--- src/hw/rtl/aabbfc_pkg.sv ---
// Shared types and constants for the box frustum culling block.
package aabbfc_pkg;

    localparam int PLANE_COUNT_DEF = 6;
    localparam int PLANE_SLOTS     = 6;
    localparam int CFG_DATA_W      = 64;
    localparam int CFG_ADDR_W      = $clog2(PLANE_SLOTS * 8);
    localparam int REG_IDX_W       = CFG_ADDR_W - 3;
    localparam int DIST_W          = 35;

    localparam logic [REG_IDX_W-1:0] REG_PLANE_ZERO = REG_IDX_W'(0);
    localparam logic [REG_IDX_W-1:0] REG_PLANE_FIVE = REG_IDX_W'(PLANE_SLOTS - 1);

    typedef struct packed {
        logic signed [15:0] min_x;
        logic signed [15:0] min_y;
        logic signed [15:0] min_z;
        logic signed [15:0] max_x;
        logic signed [15:0] max_y;
        logic signed [15:0] max_z;
        logic               last_box;
    } t_box_in;

    typedef struct packed {
        logic culled;
        logic last_result;
    } t_box_out;

    typedef struct packed {
        logic signed [15:0] d;
        logic signed [15:0] nz;
        logic signed [15:0] ny;
        logic signed [15:0] nx;
    } t_plane;

    typedef struct packed {
        t_box_in box;
        logic    culled;
    } t_flow;

    // coordinate of the corner farthest along the normal on one axis
    function automatic logic signed [15:0] far_coord(
        input logic signed [15:0] n,
        input logic signed [15:0] lo,
        input logic signed [15:0] hi
    );
        logic lo_gt_hi;
        lo_gt_hi = (lo > hi);
        if (n[15]) begin
            far_coord = lo_gt_hi ? hi : lo;
        end else begin
            far_coord = lo_gt_hi ? lo : hi;
        end
    endfunction

endpackage

--- src/hw/rtl/aabbfc_cell.sv ---
// One plane test cell: picks the farthest corner, multiplies, sums and flags.
module aabbfc_cell (
    input  logic                  i_clk,
    input  logic                  i_rst_n,
    input  aabbfc_pkg::t_plane    i_plane,
    input  logic                  i_valid,
    input  aabbfc_pkg::t_flow     i_flow,
    output logic                  o_ready,
    output logic                  o_valid,
    output aabbfc_pkg::t_flow     o_flow,
    input  logic                  i_ready
);

    logic                            r_v1;
    aabbfc_pkg::t_flow               r_flow1;
    logic signed [31:0]              r_px;
    logic signed [31:0]              r_py;
    logic signed [31:0]              r_pz;
    logic                            r_v2;
    aabbfc_pkg::t_flow               r_flow2;

    logic                            ready1;
    logic                            ready2;
    logic signed [15:0]              cx;
    logic signed [15:0]              cy;
    logic signed [15:0]              cz;
    logic signed [aabbfc_pkg::DIST_W-1:0] far_dist;
    aabbfc_pkg::t_flow               n_flow2;

    assign ready2  = !r_v2 || i_ready;
    assign ready1  = !r_v1 || ready2;
    assign o_ready = ready1;
    assign o_valid = r_v2;
    assign o_flow  = r_flow2;

    always_comb begin
        cx = aabbfc_pkg::far_coord(i_plane.nx, i_flow.box.min_x, i_flow.box.max_x);
        cy = aabbfc_pkg::far_coord(i_plane.ny, i_flow.box.min_y, i_flow.box.max_y);
        cz = aabbfc_pkg::far_coord(i_plane.nz, i_flow.box.min_z, i_flow.box.max_z);
    end

    always_comb begin
        far_dist = {{3{r_px[31]}}, r_px} + {{3{r_py[31]}}, r_py} + {{3{r_pz[31]}}, r_pz}
                 + {{5{i_plane.d[15]}}, i_plane.d, 14'b0};
        n_flow2        = r_flow1;
        n_flow2.culled = r_flow1.culled || far_dist[aabbfc_pkg::DIST_W-1];
    end

    always_ff @(posedge i_clk) begin
        if (!i_rst_n) begin
            r_v1 <= 1'b0;
            r_v2 <= 1'b0;
        end else begin
            if (ready1) begin
                r_v1 <= i_valid;
            end
            if (ready2) begin
                r_v2 <= r_v1;
            end
        end
    end

    always_ff @(posedge i_clk) begin
        if (ready1 && i_valid) begin
            r_flow1 <= i_flow;
            r_px    <= i_plane.nx * cx;
            r_py    <= i_plane.ny * cy;
            r_pz    <= i_plane.nz * cz;
        end
        if (ready2 && r_v1) begin
            r_flow2 <= n_flow2;
        end
    end

    a_hold: assert property (@(posedge i_clk) disable iff (!i_rst_n)
        r_v2 && !i_ready |=> r_v2 && $stable(r_flow2))
        else $error("cell output changed while stalled");

    a_sticky: assert property (@(posedge i_clk) disable iff (!i_rst_n)
        r_v1 && ready2 && r_flow1.culled |=> r_flow2.culled)
        else $error("cull flag dropped in cell");

    a_reset: assert property (@(posedge i_clk)
        !i_rst_n |=> !r_v1 && !r_v2)
        else $error("cell valid set after reset");

endmodule

--- config.mk ---
export PLATFORM = sky130hd
export DESIGN_NAME = aabbfc_cell
export DESIGN_NICKNAME = d
export VERILOG_FILES = /design/src/hw/rtl/aabbfc_pkg.sv /design/src/hw/rtl/aabbfc_cell.sv
export SDC_FILE = /design/constraint.sdc
export NUM_CORES = 2
export LEC_CHECK = 0
export BUFFER_PORTS_ARGS = -buffer_cell sky130_fd_sc_hd__buf_2
export CORE_ASPECT_RATIO = 0.6
export CORE_MARGIN = 2
export CORE_UTILIZATION = 50
export CTS_CLUSTER_SIZE = 24
export DETAILED_ROUTE_END_ITERATION = 10
export PLACE_DENSITY = 0.71
export SETUP_SLACK_MARGIN = 0.02
export SLEW_MARGIN = 0
export SYNTH_ARGS = -nofsm -noshare
export SYNTH_HDL_FRONTEND = slang
export SYNTH_SLANG_ARGS = --single-unit
--- constraint.sdc ---
create_clock -name i_clk -period 12 [get_ports i_clk]
set_clock_uncertainty 0.05 [all_clocks]
set_input_delay 0 -clock i_clk [delete_from_list [all_inputs] [get_ports i_clk]]
set_output_delay 0 -clock i_clk [all_outputs]
set_load 0.01 [all_outputs]
# After elaboration in Yosys (flattened, before gate mapping)
# Index checks and enable logic that the tools add are counted.
word_totals:
  wordCells: 46
  regBits: 294
  out_inout_bits: 100
op_classes:
  reduce_logical: 7
  add_sub_neg: 3
  n_lt_le_gt_ge: 3
  n_mux: 9
  multipliers: 3
ops:
  columns: ["operator", "n"]
  rows:
  - ["2-to-1 mux 16 bit", 9]
  - ["multiplier 16 x 16 -> 32 bit", 3]
  - ["> comparator 16 bit", 3]
  - ["adder 34 x 30 -> 35 bit", 1]
  - ["adder 33 x 32 -> 34 bit", 1]
  - ["adder 32 x 32 -> 33 bit", 1]
  - ["logical OR 1 bit", 3]
  - ["logical AND 1 bit", 2]
  - ["zero test 1 bit", 2]

# Logic depth before layout (Yosys ltp)
logic_depth:
  word_depth: 4
  mapped_depth: 36
  ltp_nobuf: 31

# Least setup slack after synthesis
# OpenSTA, ideal clock, no wires.
synth_path:
  path_type: "input port to flip-flop"
  startpoint: "input port i_flow[3] (netlist bit)"
  endpoint: "register r_pz[30], data pin"
  setup_time_ps: 266
  path_slack_ps: 3723
  path_buffers: 5
  t_required_ps: 11684
  stages: 32
  arrival_ps: 7961
  path_cell_list: "clkbuf_1 clkbuf_1 inv_1 ha_1 nor2b_1 o21bai_1 a31oi_1 o31ai_2 o211ai_1 nor2b_1 a211oi_1 buf_2 buf_4 buf_4 mux2i_1 fa_1 fa_1 fa_1 fa_1 fa_1 inv_1 fa_1 inv_1 ha_1 and4_1 and3_1 and2_1 a31o_2 a21oi_1 a211oi_1 o41ai_1 xnor2_1"
synth_between:
  elab_chain_len: 4
  elab_cells_between_ends: 5
  cone_classes: "mul: 1; order compare: 1; mux: 3"
synth_lines:
  columns: ["item", "line_no", "source"]
  rows:
  - ["start, declared", "aabbfc_cell.sv:7", "input aabbfc_pkg::t_flow i_flow,"]
  - ["> comparator 16 bit", "aabbfc_pkg.sv:48", "lo_gt_hi = (lo > hi);"]
  - ["2-to-1 mux 16 bit, on equally long branches", "aabbfc_pkg.sv:52, aabbfc_pkg.sv:50", null]
  - ["2-to-1 mux 16 bit *", "aabbfc_pkg.sv:49", "if (n[15]) begin"]
  - ["multiplier 16 x 16 -> 32 bit *", "aabbfc_cell.sv:68", "r_pz <= i_plane.nz * cz;"]
  - ["end signal, assigned", "aabbfc_cell.sv:68", null]
  - ["end, declared", "aabbfc_cell.sv:18", "logic signed [31:0] r_pz;"]
# Every way passes the cells marked *; elsewhere a longest branch is shown, timed or not.
# A chain may end at the register's enable or synchronous reset.

# Final worst setup path
layout_path:
  startpoint: "input port i_flow[75] (netlist bit)"
  endpoint: "register r_py[31], data pin"
layout_between:
  elab_chain_len: 4
  elab_cells_between_ends: 5
  cone_classes: "mul: 1; order compare: 1; mux: 3"
layout_lines:
  columns: ["item", "line_no", "source"]
  rows:
  - ["> comparator 16 bit", "aabbfc_pkg.sv:48", null]
  - ["2-to-1 mux 16 bit, on equally long branches", "aabbfc_pkg.sv:52, aabbfc_pkg.sv:50", null]
  - ["2-to-1 mux 16 bit *", "aabbfc_pkg.sv:49", null]
  - ["multiplier 16 x 16 -> 32 bit *", "aabbfc_cell.sv:67", "r_py <= i_plane.ny * cy;"]
  - ["end signal, assigned", "aabbfc_cell.sv:67", null]
  - ["end, declared", "aabbfc_cell.sv:17", "logic signed [31:0] r_py;"]
# Marked as above.

==> impl_results.md <==
* Worst-Skew Late Latency at 0.58 ns
* GRT overflow at 0
* Number of enable flip-flop cells after synthesis at 292
* Final-layout fill cell count at 9,800
* Vias in the first global route at 44.8k
* Placer Congestion at between 0.9 and 1
* Synth cell count leaders: nand2_1, inv_1, fa_1
* Slowest-stage cell, CP: buf_4
* Avg Synthesized Cell Area at 8.87 um2
* Synth Register Bits at 294
* Outcome: finished, final reports clean
* CP max stage delay at 0.67 ns
* Slew headroom at around 33%
* GRT Total Usage at 28.2%
* Area of the multi-input gates at 0.0413 mm2
* Clock transition at path regs at 0.06 ns
* FFs w/ async S/R, synth at 0%
* Post-DP HPWL at 118 mm
* # DRC at 0
* Fin Setup TNS at 0 ns
* Internal reg-to-reg setup slack at 8.28 ns
* CTS tree: done
* Tcrit/Tclk final at 80.9%
* Fin. max-slew vios at 0
* Die area at 0.115 mm2
* Starting Density at 50.7%
* Share of layout cells above drive strength 1 at 8.76%
* WHS Endpoint: n_flow2[70]
* Fin. Hold Viols at 0
* Max cap viols at 0
* Reg-to-reg critical path endpoint: n_flow2[30]
* WP data required at 12.26 ns
* Buf+Inv Stages, Crit Path at 8
* Synth unique cells at 71
* Global-route wire length before repair at 256 mm
* Max Buffers Root-to-Sink at 3
* Site Rows at 94
* Hold Crit Depth at 1
* Layout Nets at 7,550
* Hold_sp: i_flow[70]
* CTS Root Cell: clkbuf_16
* PortBufs at about 270
* Reg area at just under 0.009 mm2
* CTS Buf Count at 34
* Ys flop type: edfxtp_1
* Core Area at roughly 0.11 mm2
* Final wirelength at 160 mm
* H-tree depth at 2
* Post-Syn Area at 0.0559 mm2
* First-pass iteration count of the detailed router at 6
* Initial DRC Count at around 5k
* Num ports at 266
* Dominant cells by area after synthesis: fa_1, edfxtp_1, nand2_1, ha_1, inv_1
* Min-Delay Path Class: in2reg
* Startpoint types: input port
* Delay-heaviest family, CP: compound AO/OA/AOI/OAI gates
* Average wire per standard cell at 20.7 um
* Crit end category: flop
* R2r worst-path depth at 5
* RSZ-0062 raised after global routing: false
* Pin slew with the least headroom to its limit at between 1 and 1.5 ns
* Resize count post-CTS at 0
* DIE HEIGHT at 263 um
* Yosys warns at 0
* CP Class: in2reg
* Mapped Cells at 6,298
* Fin crit period at roughly 10 ns
* Crit-path max FO at around 150
* Die width at 436 um
* Layout area overhead at 6.46%
* Via Count at 45.5k
* R2R Path Start: o_valid
* Area share of the largest cell type after synthesis at 30.0%
* Final setup vio count at 0
* Most frequent cell after synthesis: nand2_1
* Arr. time, crit path at 9.97 ns
* Antenna Nets Post-Route at 0
* Initial antenna violation count at 13
* Pin count of the biggest net entering global routing at slightly above 200
* Cell taking the most area after synthesis: fa_1
* Vias per inst at 5.88
* Seq/Total Area, Yosys at 15.8%
* Syn_nets at between 7k and 8k
* CTS sink count at 294
* Maximum clock rate at 103 MHz
final cells by class:
class                      count  area share (%)
inverter                     912            5.76
sequential                   294            14.8
clock inverter                21           0.379
multi-input combinational   4537            69.5
antenna                        6          0.0252
clock buffer                  39            1.57
tap                         1488            3.13
timing repair buffer         431            4.88
metrics by stage:
step / setup WS [ns] / instances / instance area [um2] / hold WS (ns) / utilization [%]
3_3_place_gp: 2.61 / 7560 / 57300 / 0.131 / 52.0
5_1_grt: 1.66 / 7728 / 59500 / 0.0393 / 54.0
3_5_place_dp: 2.42 / 7560 / 57300 / 0.134 / 52.0
6_report: 2.29 / 7728 / 59500 / 0.0744 / 54.0
4_1_cts: 2.47 / 7722 / 59500 / 0.00800 / 54.0
2_1_floorplan: 3.72 / 6298 / 55900 / 0.0489 / -
repair_timing:
item	in CTS	in global routing
hold buffers	102	0
endpoints found under the hold margin	103	0
endpoints found under the setup margin	0	0
buffers inserted	0	0
routing by layer:
| layer | vias up | wire length (um) | track usage, % |
|---|---|---|---|
| met5 | - | 61 | 0 |
| met4 | 10 | 3510 | 6.64 |
| met3 | 276 | 20800 | 8.09 |
| met2 | 2457 | 65300 | 39.0 |
| met1 | 22400 | 70100 | 42.9 |
| li1 | 20300 | - | - |
worst max path at each step:
stage | start | end | slack, ns | depth (start not counted)
3_3_place_gp | i_flow[3] | r_pz[30] | 2.61 | 33
3_5_place_dp | i_flow[27] | r_py[31] | 2.42 | 30
2_1_floorplan | i_flow[3] | r_pz[30] | 3.72 | 32
6_report | i_flow[75] | r_py[31] | 2.29 | 31
5_1_grt | i_flow[27] | r_py[31] | 1.66 | 32
4_1_cts | i_flow[49] | r_px[30] | 2.47 | 30
logic make-up after synthesis:
logic type                 Yosys count  synth area share [%]
xor gates and xnor gates           102                  1.63
DFF                                294                  15.8
muxes                              534                  10.1
buffers and inverters             1467                  10.4
adders and majority gates         1174                  37.5
AOI/OAI and AO/OA                  645                  8.27
and+or+nand+nor                   2082                  16.3
cells in the final DEF (no fill, tap or decap), types with 62 or more instances in the layout:
master         count
nor2_1            62
inv_1            912
o2111ai_1        123
mux2i_1          300
and3_1           114
edfxtp_1         292
nand2_1         1323
buf_2            265
nand3_1          378
dlygate4sd3_1    102
a311oi_1         107
fa_1             836
xnor2_1           79
mux2_2           130
a21oi_1          194
mux2_1           102
ha_1             338
worst register-to-register path: stages (launching register included):
cell,delay (ns)
dfxtp_1,0.31
nor2b_1,0.18
nand2_1,0.10
and2_4,0.80
buf_4,0.86
buf_4,0.99
registers in the layout (all words and copies together), names as in the netlist:
register / cells
r_px: 32
o_flow: 98
r_flow1: 1
o_valid: 1
r_v1: 1
n_flow2: 97
r_py: 32
r_pz: 32
Power is not shown: default switching activity piles up to over one toggle a cycle in this logic, so the estimate is an artifact.
